`src/hw/rtl/bit_packer_with_crc8_crc16_defines.svh`:
```
`ifndef BIT_PACKER_WITH_CRC8_CRC16_DEFINES_SVH
`define BIT_PACKER_WITH_CRC8_CRC16_DEFINES_SVH

// condition checked in the same cycle as the trigger
`define BPC_ASSERT_NOW(label, ante, cons, msg) \
    label: assert property (@(posedge clk) disable iff (!rst_n) (ante) |-> (cons)) \
        else $error(msg);

// condition checked in the cycle after the trigger
`define BPC_ASSERT_NEXT(label, ante, cons, msg) \
    label: assert property (@(posedge clk) disable iff (!rst_n) (ante) |=> (cons)) \
        else $error(msg);

`endif

```
`src/hw/rtl/bpc_pkg.sv`:
```
package bpc_pkg;

    localparam int MAX_FIELD_BITS_DEF = 32;
    localparam int QUEUE_DEPTH        = 2;

    localparam int OPCODE_W   = 2;
    localparam int VALUE_W    = 32;
    localparam int COUNT_W    = 6;
    localparam int BYTE_W     = 8;
    localparam int PEND_W     = 7;
    localparam int REM_W      = 3;
    localparam int CRC8_W     = 8;
    localparam int CRC16_W    = 16;
    localparam int IN_DATA_W  = 40;
    localparam int OUT_DATA_W = 32;

    localparam logic [CRC8_W-1:0]  CRC8_POLY  = 8'h07;
    localparam logic [CRC16_W-1:0] CRC16_POLY = 16'h8005;

    typedef enum logic [OPCODE_W-1:0] {
        OP_APPEND = 2'd0,
        OP_ALIGN  = 2'd1,
        OP_CLEAR  = 2'd2
    } opcode_t;

    typedef enum logic {
        BK_IDLE,
        BK_EMIT
    } back_state_t;

    typedef struct packed {
        logic full;
        logic empty;
    } queue_status_t;

    // msb-first crc-8, one byte in eight bit steps
    function automatic logic [CRC8_W-1:0] crc8_byte(input logic [CRC8_W-1:0] crc,
                                                    input logic [BYTE_W-1:0] data);
        logic [CRC8_W-1:0] c;
        c = crc ^ data;
        for (int i = 0; i < BYTE_W; i++)
        begin
            c = c[CRC8_W-1] ? ((c << 1) ^ CRC8_POLY) : (c << 1);
        end
        return c;
    endfunction

    // msb-first crc-16, data enters at the top byte
    function automatic logic [CRC16_W-1:0] crc16_byte(input logic [CRC16_W-1:0] crc,
                                                      input logic [BYTE_W-1:0] data);
        logic [CRC16_W-1:0] c;
        c = crc ^ {data, 8'h00};
        for (int i = 0; i < BYTE_W; i++)
        begin
            c = c[CRC16_W-1] ? ((c << 1) ^ CRC16_POLY) : (c << 1);
        end
        return c;
    endfunction

endpackage

```
`src/hw/rtl/bpc_queue.sv`:
```
module bpc_queue #(
    parameter int WIDTH = 8,
    parameter int DEPTH = bpc_pkg::QUEUE_DEPTH
) (
    input  logic                   clk,
    input  logic                   rst_n,
    input  logic                   push,
    input  logic [WIDTH-1:0]       wr_data,
    input  logic                   pop,
    output logic [WIDTH-1:0]       rd_data,
    output bpc_pkg::queue_status_t qstat
);
    import bpc_pkg::*;

    localparam int PTR_W = (DEPTH > 1) ? $clog2(DEPTH) : 1;
    localparam int CNT_W = $clog2(DEPTH + 1);

    logic [WIDTH-1:0] mem_reg [DEPTH];
    logic [PTR_W-1:0] wr_ptr_reg, wr_ptr_next;
    logic [PTR_W-1:0] rd_ptr_reg, rd_ptr_next;
    logic [CNT_W-1:0] cnt_reg, cnt_next;

    always_comb
    begin
        wr_ptr_next = wr_ptr_reg;
        rd_ptr_next = rd_ptr_reg;
        cnt_next    = cnt_reg;
        if (push)
        begin
            wr_ptr_next = (wr_ptr_reg == PTR_W'(DEPTH - 1)) ? '0 : wr_ptr_reg + 1'b1;
        end
        if (pop)
        begin
            rd_ptr_next = (rd_ptr_reg == PTR_W'(DEPTH - 1)) ? '0 : rd_ptr_reg + 1'b1;
        end
        if (push && !pop)
        begin
            cnt_next = cnt_reg + 1'b1;
        end
        else if (pop && !push)
        begin
            cnt_next = cnt_reg - 1'b1;
        end
    end

    always_ff @(posedge clk or negedge rst_n)
    begin
        if (!rst_n)
        begin
            wr_ptr_reg <= '0;
            rd_ptr_reg <= '0;
            cnt_reg    <= '0;
        end
        else
        begin
            wr_ptr_reg <= wr_ptr_next;
            rd_ptr_reg <= rd_ptr_next;
            cnt_reg    <= cnt_next;
        end
    end

    always_ff @(posedge clk)
    begin
        if (push)
        begin
            mem_reg[wr_ptr_reg] <= wr_data;
        end
    end

    assign rd_data     = mem_reg[rd_ptr_reg];
    assign qstat.full  = (cnt_reg == CNT_W'(DEPTH));
    assign qstat.empty = (cnt_reg == '0);

endmodule

```
`src/hw/rtl/bpc_front.sv`:
```
module bpc_front #(
    parameter int MAX_FIELD_BITS = bpc_pkg::MAX_FIELD_BITS_DEF,
    localparam int MAX_BYTES = (MAX_FIELD_BITS + 7) / 8,
    localparam int NB_W = $clog2(MAX_BYTES + 1),
    localparam int CMD_W = MAX_BYTES * bpc_pkg::BYTE_W + NB_W + 1
) (
    input  logic                           clk,
    input  logic                           rst_n,
    input  logic                           s_tvalid,
    output logic                           s_tready,
    input  logic [bpc_pkg::IN_DATA_W-1:0]  s_tdata,
    input  logic [bpc_pkg::OPCODE_W-1:0]   s_tuser,
    input  bpc_pkg::queue_status_t         qstat,
    output logic                           push,
    output logic [CMD_W-1:0]               cmd
);
    import bpc_pkg::*;

    localparam int BUF_W  = MAX_FIELD_BITS + PEND_W;
    localparam int CALC_W = (BUF_W > VALUE_W) ? BUF_W : VALUE_W;
    localparam int WORD_W = MAX_BYTES * BYTE_W;
    localparam int SUM_W  = $clog2(BUF_W + 1);

    logic [PEND_W-1:0]  pend_reg, pend_next;
    logic [REM_W-1:0]   pcnt_reg, pcnt_next;

    logic [OPCODE_W-1:0] opcode;
    logic [VALUE_W-1:0]  value;
    logic [COUNT_W-1:0]  n;
    logic                accept;
    logic                go;
    logic                is_clear;
    logic [COUNT_W-1:0]  eff_n;
    logic [VALUE_W-1:0]  eff_val;
    logic [CALC_W-1:0]   buf_w;
    logic [SUM_W-1:0]    total;
    logic [REM_W-1:0]    rem;
    logic [NB_W-1:0]     nb;
    logic [WORD_W-1:0]   word;

    assign opcode = s_tuser;
    assign value  = s_tdata[VALUE_W-1:0];
    assign n      = s_tdata[VALUE_W +: COUNT_W];

    // classify the item into a field length and value, or a crc clear
    always_comb
    begin
        go       = 1'b0;
        is_clear = 1'b0;
        eff_n    = '0;
        eff_val  = '0;
        unique case (opcode)
            OP_APPEND:
            begin
                if (n != '0 && n <= COUNT_W'(MAX_FIELD_BITS))
                begin
                    go      = 1'b1;
                    eff_n   = n;
                    eff_val = value;
                end
            end
            OP_ALIGN:
            begin
                if (pcnt_reg != '0)
                begin
                    go    = 1'b1;
                    eff_n = COUNT_W'(BYTE_W) - COUNT_W'(pcnt_reg);
                end
            end
            OP_CLEAR:
            begin
                is_clear = 1'b1;
            end
            default:
            begin
            end
        endcase
    end

    always_comb
    begin
        buf_w = (CALC_W'(pend_reg) << eff_n)
              | (CALC_W'(eff_val) & ((CALC_W'(1) << eff_n) - CALC_W'(1)));
        total = SUM_W'(pcnt_reg) + SUM_W'(eff_n);
        rem   = total[REM_W-1:0];
        nb    = NB_W'(total >> REM_W);
        // completed bytes, first one in the highest byte lane in use
        word  = WORD_W'(buf_w >> rem);
    end

    assign s_tready = !qstat.full;
    assign accept   = s_tvalid && s_tready;
    assign push     = accept && ((go && nb != '0) || is_clear);
    assign cmd      = {word, nb, is_clear};

    always_comb
    begin
        pend_next = pend_reg;
        pcnt_next = pcnt_reg;
        if (accept && go)
        begin
            pend_next = buf_w[PEND_W-1:0] & ((PEND_W'(1) << rem) - PEND_W'(1));
            pcnt_next = rem;
        end
    end

    always_ff @(posedge clk or negedge rst_n)
    begin
        if (!rst_n)
        begin
            pend_reg <= '0;
            pcnt_reg <= '0;
        end
        else
        begin
            pend_reg <= pend_next;
            pcnt_reg <= pcnt_next;
        end
    end

endmodule

```
`src/hw/rtl/bpc_back.sv`:
```
module bpc_back #(
    parameter int MAX_FIELD_BITS = bpc_pkg::MAX_FIELD_BITS_DEF,
    localparam int MAX_BYTES = (MAX_FIELD_BITS + 7) / 8,
    localparam int NB_W = $clog2(MAX_BYTES + 1),
    localparam int CMD_W = MAX_BYTES * bpc_pkg::BYTE_W + NB_W + 1
) (
    input  logic                           clk,
    input  logic                           rst_n,
    input  bpc_pkg::queue_status_t         qstat,
    input  logic [CMD_W-1:0]               cmd,
    output logic                           pop,
    output logic                           m_tvalid,
    input  logic                           m_tready,
    output logic [bpc_pkg::OUT_DATA_W-1:0] m_tdata,
    output logic                           m_tlast
);
    import bpc_pkg::*;

    localparam int WORD_W = MAX_BYTES * BYTE_W;
    localparam int IDX_W  = (MAX_BYTES > 1) ? $clog2(MAX_BYTES) : 1;

    back_state_t state_reg, state_next;

    logic [MAX_BYTES-1:0][BYTE_W-1:0] word_reg, word_next;
    logic [IDX_W-1:0]                 idx_reg, idx_next;
    logic [CRC8_W-1:0]                crc8_reg, crc8_next;
    logic [CRC16_W-1:0]               crc16_reg, crc16_next;
    logic                             m_tvalid_reg, m_tvalid_next;
    logic [OUT_DATA_W-1:0]            m_tdata_reg, m_tdata_next;
    logic                             m_tlast_reg, m_tlast_next;

    logic                  cmd_clear;
    logic [NB_W-1:0]       cmd_nb;
    logic [WORD_W-1:0]     cmd_word;
    logic                  out_free;
    logic                  emit;
    logic                  last_byte;
    logic [BYTE_W-1:0]     cur_byte;
    logic [CRC8_W-1:0]     crc8_new;
    logic [CRC16_W-1:0]    crc16_new;

    assign cmd_clear = cmd[0];
    assign cmd_nb    = cmd[NB_W:1];
    assign cmd_word  = cmd[CMD_W-1 -: WORD_W];

    assign out_free  = !m_tvalid_reg || m_tready;
    assign last_byte = (idx_reg == '0);

    // next state
    always_comb
    begin
        state_next = state_reg;
        unique case (state_reg)
            BK_IDLE:
            begin
                if (!qstat.empty && !cmd_clear)
                begin
                    state_next = BK_EMIT;
                end
            end
            BK_EMIT:
            begin
                if (out_free && last_byte)
                begin
                    state_next = BK_IDLE;
                end
            end
            default:
            begin
                state_next = BK_IDLE;
            end
        endcase
    end

    // outputs of the sequencer
    always_comb
    begin
        pop  = 1'b0;
        emit = 1'b0;
        unique case (state_reg)
            BK_IDLE: pop  = !qstat.empty;
            BK_EMIT: emit = out_free;
            default:
            begin
            end
        endcase
    end

    always_comb
    begin
        cur_byte  = word_reg[idx_reg];
        crc8_new  = crc8_byte(crc8_reg, cur_byte);
        crc16_new = crc16_byte(crc16_reg, cur_byte);

        word_next     = word_reg;
        idx_next      = idx_reg;
        crc8_next     = crc8_reg;
        crc16_next    = crc16_reg;
        m_tvalid_next = m_tvalid_reg && !m_tready;
        m_tdata_next  = m_tdata_reg;
        m_tlast_next  = m_tlast_reg;

        if (pop)
        begin
            if (cmd_clear)
            begin
                crc8_next  = '0;
                crc16_next = '0;
            end
            else
            begin
                word_next = cmd_word;
                idx_next  = IDX_W'(cmd_nb - 1'b1);
            end
        end

        if (emit)
        begin
            crc8_next     = crc8_new;
            crc16_next    = crc16_new;
            m_tvalid_next = 1'b1;
            m_tdata_next  = {crc16_new, crc8_new, cur_byte};
            m_tlast_next  = last_byte;
            idx_next      = idx_reg - 1'b1;
        end
    end

    always_ff @(posedge clk or negedge rst_n)
    begin
        if (!rst_n)
        begin
            state_reg    <= BK_IDLE;
            crc8_reg     <= '0;
            crc16_reg    <= '0;
            m_tvalid_reg <= 1'b0;
        end
        else
        begin
            state_reg    <= state_next;
            crc8_reg     <= crc8_next;
            crc16_reg    <= crc16_next;
            m_tvalid_reg <= m_tvalid_next;
        end
    end

    always_ff @(posedge clk)
    begin
        word_reg    <= word_next;
        idx_reg     <= idx_next;
        m_tdata_reg <= m_tdata_next;
        m_tlast_reg <= m_tlast_next;
    end

    assign m_tvalid = m_tvalid_reg;
    assign m_tdata  = m_tdata_reg;
    assign m_tlast  = m_tlast_reg;

endmodule

```
`src/hw/rtl/bit_packer_with_crc8_crc16.sv`:
```
// channel   dir  tdata (low bit up)                        side band
// s_        in   field_value[31:0], bit_count[37:32]       tuser = opcode
// m_        out  out_byte[7:0], crc8_after[15:8],          tlast = last
//                crc16_after[31:16]
//
// the front takes one item per cycle while the two-entry command queue has room
// each queued command is popped in the idle state, then the back emits the k bytes it completes
// (0 to 4 at 32-bit fields), one output byte and its crc step per cycle unless the output register is held
// reset clears the pending bits, both crcs, the queue and the output valid flag
// a low m_tready holds the output register; the queue lets the front run ahead

`include "bit_packer_with_crc8_crc16_defines.svh"

module bit_packer_with_crc8_crc16 #(
    parameter int MAX_FIELD_BITS = bpc_pkg::MAX_FIELD_BITS_DEF
) (
    input  logic                           clk,
    input  logic                           rst_n,
    input  logic                           s_tvalid,
    output logic                           s_tready,
    input  logic [bpc_pkg::IN_DATA_W-1:0]  s_tdata,   // field_value, bit_count
    input  logic [bpc_pkg::OPCODE_W-1:0]   s_tuser,   // opcode
    output logic                           m_tvalid,
    input  logic                           m_tready,
    output logic [bpc_pkg::OUT_DATA_W-1:0] m_tdata,   // out_byte, crc8_after, crc16_after
    output logic                           m_tlast
);
    import bpc_pkg::*;

    localparam int MAX_BYTES = (MAX_FIELD_BITS + 7) / 8;
    localparam int NB_W      = $clog2(MAX_BYTES + 1);
    localparam int CMD_W     = MAX_BYTES * BYTE_W + NB_W + 1;

    queue_status_t    qstat;
    logic             push;
    logic             pop;
    logic [CMD_W-1:0] cmd_in;
    logic [CMD_W-1:0] cmd_out;

    bpc_front #(
        .MAX_FIELD_BITS (MAX_FIELD_BITS)
    ) u_front (
        .clk      (clk),
        .rst_n    (rst_n),
        .s_tvalid (s_tvalid),
        .s_tready (s_tready),
        .s_tdata  (s_tdata),
        .s_tuser  (s_tuser),
        .qstat    (qstat),
        .push     (push),
        .cmd      (cmd_in)
    );

    bpc_queue #(
        .WIDTH (CMD_W),
        .DEPTH (QUEUE_DEPTH)
    ) u_queue (
        .clk     (clk),
        .rst_n   (rst_n),
        .push    (push),
        .wr_data (cmd_in),
        .pop     (pop),
        .rd_data (cmd_out),
        .qstat   (qstat)
    );

    bpc_back #(
        .MAX_FIELD_BITS (MAX_FIELD_BITS)
    ) u_back (
        .clk      (clk),
        .rst_n    (rst_n),
        .qstat    (qstat),
        .cmd      (cmd_out),
        .pop      (pop),
        .m_tvalid (m_tvalid),
        .m_tready (m_tready),
        .m_tdata  (m_tdata),
        .m_tlast  (m_tlast)
    );

    `BPC_ASSERT_NOW(a_no_push_when_full, push, !qstat.full, "command pushed into full queue")
    `BPC_ASSERT_NOW(a_no_pop_when_empty, pop, !qstat.empty, "command popped from empty queue")
    `BPC_ASSERT_NEXT(a_push_fills_queue, push && qstat.empty, !qstat.empty, "pushed command lost")

endmodule
```
`config.mk`:
```
export PLATFORM = sky130hd
export DESIGN_NAME = bit_packer_with_crc8_crc16
export DESIGN_NICKNAME = d
export VERILOG_FILES = /design/src/hw/rtl/bpc_pkg.sv /design/src/hw/rtl/bpc_queue.sv /design/src/hw/rtl/bpc_front.sv /design/src/hw/rtl/bpc_back.sv /design/src/hw/rtl/bit_packer_with_crc8_crc16.sv
export VERILOG_INCLUDE_DIRS = /design/src /design/src/hw/rtl
export SDC_FILE = /design/constraint.sdc
export NUM_CORES = 1
export LEC_CHECK = 0
export BUFFER_PORTS_ARGS = -buffer_cell sky130_fd_sc_hd__buf_2
export CAP_MARGIN = 20
export CORE_MARGIN = 3
export CORE_UTILIZATION = 35
export DETAILED_ROUTE_END_ITERATION = 12
export SLEW_MARGIN = 10
export SYNTH_ARGS = -nofsm -noshare
export SYNTH_HDL_FRONTEND = slang
export SYNTH_SLANG_ARGS = --single-unit
```
`constraint.sdc`:
```
create_clock -name clk -period 6.7 [get_ports clk]
set_input_delay 1.34 -clock clk [delete_from_list [all_inputs] [get_ports clk]]
set_output_delay 1.34 -clock clk [all_outputs]
set_load 0.02 [all_outputs]
```
==> summary.txt, run 1 <==
Job
  – Max Cap Viol: 0

Critical path
  – Critical Path RT: 6.86 ns
  – Critical Path End Type: flop
  – Crit path from: s_tuser[0]
  – Worst Path Class, Setup: in2reg
  – FF-to-FF setup slack: 1.39 ns
  – RR Endpoint: u_queue.mem_reg[0][33]
  – CP startpoint kind: primary input
  – R2R depth: 15
  – Critical Path Sink: u_queue.mem_reg[0][33]
  – Maximum fanout along the worst path: 33
  – Crit path DAT: 5.47 ns
  – Reg2reg start: u_front.pcnt_reg[0]

Yosys
  – Compound-Gate Fraction of Synth Area: 0.189
  – Synthesized instance count: 905
  – Average size of a mapped cell: 11.6 µm²
  – Yosys reg bits: 177
  – Mux cell area share after synthesis: 0.108
  – Post-synth ARST share: 0.226
  – Post-Synth Simple-Gate Area: 0.123
  – Adder-cell share of the synthesized area: 0.0103
  – Ranking of synthesized cells by area: edfxtp_1 (39%), dfrtp_1 (9.5%), mux2_2 (5.7%)
  – Post-synth top area cell: edfxtp_1
  – Synth top cells by count: edfxtp_1 (137), nand2_1 (57), mux2_2 (53)
  – Unique masters post-synth: 95
  – Post-synthesis net count: 959
  – Synth Flop Type: edfxtp_1
  – Post-synthesis sequential area ratio: 0.488
  – Count leader, synth: edfxtp_1
  – Netlist Area Pre-Place: 0.0105 mm²
  – Post-synth EDFFs: 137
  – Ys Warns: 0
  – Synth Area in XOR/XNOR: 0.0475
  – Largest family of logic cells by synthesized area: compound AO/OA/AOI/OAI gates
  – Yosys top cell area share: 0.392

Clock network
  – CTS tree: yes
  – Clock Path Buffers: 2
  – Post-CTS Resized: 0
  – Clock transition at the registers of the reported paths: 0.07 ns
  – Post-CTS setup buffers: 0
  – H-tree depth: 4
  – Root Buffer: clkbuf_16
  – Hold_buf cts: 0
  – CTS Sinks: 177
  – Worst skew pair latency: 0.42 ns
  – CTS Buf Count: 17

Pwr
  – Pwr/cell area: 550 mW/mm²
  – Reg power frac: 0.311
  – Clock power frac: 0.144
  – P_int: 3.82 mW
  – Switch share: 0.417
  – IR drop worst, VDD: 0.265 mV
  – Comb power frac: 0.545
  – Leakage power: 4.26 nW
  – Sw Pwr: 2.73 mW

Timing
  – Max-Slew Margin vs Limit: 0.253
  – Final Hold Fails: 0
  – Final Max Slew Viols: 0
  – RSZ-0062 raised after global routing: false
  – Fin Hold WS: 0.489 ns
  – Fin Setup TNS: 0 ns
  – Tcrit/Tclk final: 0.794
  – Fmax: 188 MHz
  – Endpoints failing setup: 0
  – Slew @ Worst Pin: 1.11 ns
  – Period minus WS final: 5.32 ns
  – Clock Skew: 0.0104 ns

Final layout
  – Area grow syn2layout: 13.5%
  – # diodes: 0
  – Final std cells w/o fill: 1,367
  – Util after Layout: 0.409
  – Net count, final: 1,024
  – Share of layout cells above drive strength 1: 0.251
  – Max reg flops: 70

Drt
  – DRT Pass-1 Iters: 5
  – Number of routed nets with antenna violations: 0
  – Drt via density: 5.90
  – Routed wire length: 30,300 µm
  – DRC viols: 0
  – Routed len/inst: 22.2 µm
  – DR iter-0 viols: 838
  – Vias: 8,063

Global routing
  – Vias in the first global route: 7,772
  – Initial antenna violation count: 0
  – Global-route usage over all layers: 0.193
  – Gr ovfl total: 0
  – Largest net degree at the start of global routing: 60
  – First-pass GRT wire length: 47,000 µm

Floorplan
  – Die height: 179 µm
  – Full die area: 0.0321 mm²
  – Core area: 0.0291 mm²
  – Die width: 179 µm
  – Row cnt: 62
  – Ports: 81
  – Initial Util: 0.361

Placed design
  – # port buffers: 78
  – Final weighted congestion of routability-driven global placement: 0.955
  – DP Cell Count: 1,334
  – DPL Wire Length: 22,600 µm

Min path
  – Worst Hold Class: reg2reg

Status
  – Status: finished, final reports clean
layer usage:
layer	wire length (µm)	global-route usage
met5	0	0
met4	799	0.0641
met3	1970	0.0349
met2	13700	0.297
met1	13800	0.276
cell families (layout without fill, tap and decap cells):
logic type                 Yosys count  after routing
xor gates and xnor gates            56             56
buffers and inverters               82            160
AOI/OAI and AO/OA                  259            259
adders and majority gates            8              8
muxes                               84             84
and+or+nand+nor                    239            239
DFF                                177            177
worst max-delay path: stages:
cell and delay [ns]:
buf_2 0.28, or4b_1 0.67, o21ai_4 0.25, nor2_1 0.25
nand3_1 0.16, ha_1 0.45, inv_1 0.23, a311oi_4 0.40
nand3_2 0.16, o21a_1 0.23, nor4_1 0.39, nor2_1 0.16
mux4_2 0.49
power by group through the flow:
stage	combinational (mW)	clock, mW	sequential (mW)
2_1_floorplan	2.54	0	2.14
3_3_place_gp	3.52	0	2.05
3_5_place_dp	3.55	0	2.06
4_1_cts	3.57	0.960	2.04
5_1_grt	3.90	1.01	2.07
6_report	3.57	0.942	2.03
final cells by class:
type                       instances  area (µm²)
tap                              384         480
sequential                       177        5110
clock inverter                    14         141
fill                            2804       17200
multi-input combinational        646        5030
inverter                          20        80.1
timing repair buffer             108         616
clock buffer                      18         439
placed cells by master (no fill, tap or decap), types with 15 or more instances in the layout:
cell and count:
a211oi_1 19, a21oi_1 29, a22o_1 25, buf_2 78, buf_4 28, clkbuf_16 17
dfrtp_1 40, edfxtp_1 137, inv_1 15, mux2_2 53, mux4_2 18, nand2_1 57
nand3_1 36, nor2_1 46, nor3_1 25, o21ai_0 32, o31ai_1 16, xnor2_1 37
xor2_1 16
stage by stage:
step                      worst slack (ns)  total power [mW]  area [µm²]
after detailed placement              1.07              5.61       11300
final                                 1.38              6.54       11900
after CTS                             1.52              6.56       11900
after floorplan                       1.05              4.68       10500
after global placement                1.06              5.57       11300
after global routing                  1.18              6.98       11900
worst min path at each step:
stage	start	to	slack (ns)	depth (start not counted)
2_1_floorplan	u_back.crc16_reg[2]	u_back.m_tdata[26]	0.45	0
3_3_place_gp	u_back.crc16_reg[4]	u_back.m_tdata[28]	0.47	0
3_5_place_dp	u_back.crc16_reg[4]	u_back.m_tdata[28]	0.48	0
4_1_cts	u_back.crc16_reg[5]	u_back.m_tdata[29]	0.49	0
5_1_grt	u_back.crc16_reg[5]	u_back.m_tdata[29]	0.50	0
6_report	u_back.crc16_reg[6]	u_back.m_tdata[30]	0.49	0
(Power assumes the default switching activity.)
==> inputs of run 2 (changes only) <==
==> constraint.sdc (replaced) <==
create_clock -name clk -period 5.25 [get_ports clk]
set_input_delay 1.05 -clock clk [delete_from_list [all_inputs] [get_ports clk]]
set_output_delay 1.05 -clock clk [all_outputs]
set_load 0.02 [all_outputs]
==> run 2 against run 1 <==
Net effect:
- via count is 1.4% higher
- utilization up 0.75 points
- cell count is 1.5% higher
- sequential share of layout area decreased by 0.78 points
- critical path depth grew 4
- clock power increased by 28%
- routed wire length increased by 1.5%
==> summary.txt, run 2 (same netlist as run 1, synthesis figures left out) <==
Status
  – Status: finished, final reports clean

Timing
  – Endpoints failing setup: 0
  – Fin Hold WS: 0.489 ns
  – Final Max Slew Viols: 0
  – RSZ-0062 raised after global routing: false
  – Final Hold Fails: 0
  – Clock Skew: 0.0120 ns
  – Worst setup margin: 0.533 ns
  – Period minus WS final: 4.72 ns
  – Fin Setup TNS: 0 ns
  – Fmax: 212 MHz
  – Tcrit/Tclk final: 0.898
  – Slew @ Worst Pin: 0.962 ns
  – Max-Slew Margin vs Limit: 0.359

Critical path
  – Critical Path End Type: flop
  – CP startpoint kind: flop
  – Crit path DAT: 5.00 ns
  – Maximum fanout along the worst path: 11
  – Worst Path Class, Setup: reg2reg
  – Critical Path RT: 5.53 ns

Pwr
  – Clock power frac: 0.143
  – Comb power frac: 0.552
  – Sw Pwr: 3.55 mW
  – Switch share: 0.418
  – Pwr/cell area: 701 mW/mm²
  – IR drop worst, VDD: 0.349 mV
  – Reg power frac: 0.305
  – P_int: 4.95 mW
  – Leakage power: 4.39 nW

Final layout
  – Most common cell after layout, fill and taps aside: edfxtp_1
  – Net count, final: 1,045
  – # diodes: 0
  – Fillers: 2,789
  – Area grow syn2layout: 15.6%
  – Commonest non-fill, non-tap cells in the layout: edfxtp_1 (137), buf_2 (78), nand2_1 (57)
  – Util after Layout: 0.417
  – Share of layout cells above drive strength 1: 0.268
  – Max reg flops: 70

Clock network
  – CTS Buf Count: 17
  – H-tree depth: 4
  – Clock transition at the registers of the reported paths: 0.07 ns
  – Clock Path Buffers: 2
  – Worst skew pair latency: 0.43 ns
  – Post-CTS Resized: 0
  – Root Buffer: clkbuf_16
  – Hold_buf cts: 0
  – CTS Sinks: 177
  – Post-CTS setup buffers: 0
  – CTS tree: yes

Drt
  – DR iter-0 viols: 680
  – DRC viols: 0
  – DRT Pass-1 Iters: 5
  – Drt via density: 5.89
  – Vias: 8,174
  – Routed wire length: 30,700 µm
  – Routed len/inst: 22.1 µm
  – Number of routed nets with antenna violations: 0

Floorplan
  – Full die area: 0.0321 mm²
  – Row cnt: 62
  – Ports: 81
  – Die height: 179 µm
  – Initial Util: 0.361
  – Core area: 0.0291 mm²
  – Die width: 179 µm

Global routing
  – Gr ovfl total: 0
  – Initial antenna violation count: 0
  – Largest net degree at the start of global routing: 60
  – Global-route usage over all layers: 0.194
  – First-pass GRT wire length: 47,400 µm
  – Vias in the first global route: 7,925

Placed design
  – Final weighted congestion of routability-driven global placement: 0.986
  – DPL Wire Length: 23,000 µm
  – # port buffers: 78
  – Setup WS pre-CTS: 0.267 ns

Job
  – Max Cap Viol: 0

Min path
  – Worst Hold Class: reg2reg
-- run 2: cell types whose count changed in the layout (fill, tap and decap cells not counted), sizes merged --
| cell | previous run | this run |
|---|---|---|
| buf | 108 | 129 |
| clkinv | 6 | 4 |
| inv | 26 | 28 |
-- run 2: area by class of cell --
type                    count  area, µm²  area share
flip-flops and latches    177       5110       0.422
clock buffers              18        439      0.0362
well taps                 384        480      0.0396
multi-input cells         646       5030       0.415
repair buffers            129        840      0.0693
inverters                  20       80.1     0.00661
clock inverters            14        136      0.0112
-- run 2: routing by layer --
layer | GRT usage | routed length [µm] | vias to the layer above | share of wire
li1 | - | - | 3764 | -
met1 | 0.268 | 13400 | 4017 | 0.43
met2 | 0.308 | 14200 | 340 | 0.46
met3 | 0.0383 | 2380 | 53 | 0.077
met4 | 0.0612 | 755 | 0 | 0.025
met5 | 0 | 0 | - | 0
-- run 2: path summary, 6_finish.rpt --
check	start	to	slack (ns)	cells past startpoint
hold reg to reg	u_back.crc16_reg[5]	u_back.m_tdata[29]	0.49	0
hold / removal	u_back.crc16_reg[5]	u_back.m_tdata[29]	0.49	0
setup / recovery	u_front.pcnt_reg[1]	u_queue.mem_reg[0][29]	0.53	17
setup reg to reg	u_front.pcnt_reg[1]	u_queue.mem_reg[0][29]	0.53	17
min in group asynchronous	rst_n	u_queue.cnt_reg[0]	0.78	1
max in group asynchronous	rst_n	u_back.crc8_reg[4]	3.87	1
-- run 2: metrics by stage --
stage | area, µm² | power, mW | std cells
global route | 12100 | 9.06 | 1388
global placement | 11500 | 7.21 | 1355
floorplan | 10500 | 5.97 | 905
CTS | 12100 | 8.51 | 1387
detailed placement | 11500 | 7.28 | 1355
finish | 12100 | 8.50 | 1388
-- run 2: power groups by stage --
stage / clock (mW) / combinational [mW] / sequential (mW)
after floorplan: 0 / 3.24 / 2.73
after global routing: 1.30 / 5.12 / 2.64
after CTS: 1.24 / 4.67 / 2.60
after global placement: 0 / 4.60 / 2.61
final: 1.21 / 4.69 / 2.59
after detailed placement: 0 / 4.66 / 2.63
-- run 2: worst max-delay path: stages (launching register included) --
cell,delay [ns]
dfrtp_1,0.45
inv_1,0.12
ha_1,0.21
ha_1,0.29
nor4bb_4,0.47
nor2_2,0.19
inv_2,0.10
nor3_1,0.06
nand2_1,0.17
ha_1,0.36
inv_1,0.19
a311oi_4,0.41
nand3_2,0.17
a2111oi_0,0.61
nor4_1,0.13
buf_4,0.18
o32ai_1,0.18
mux2_2,0.28
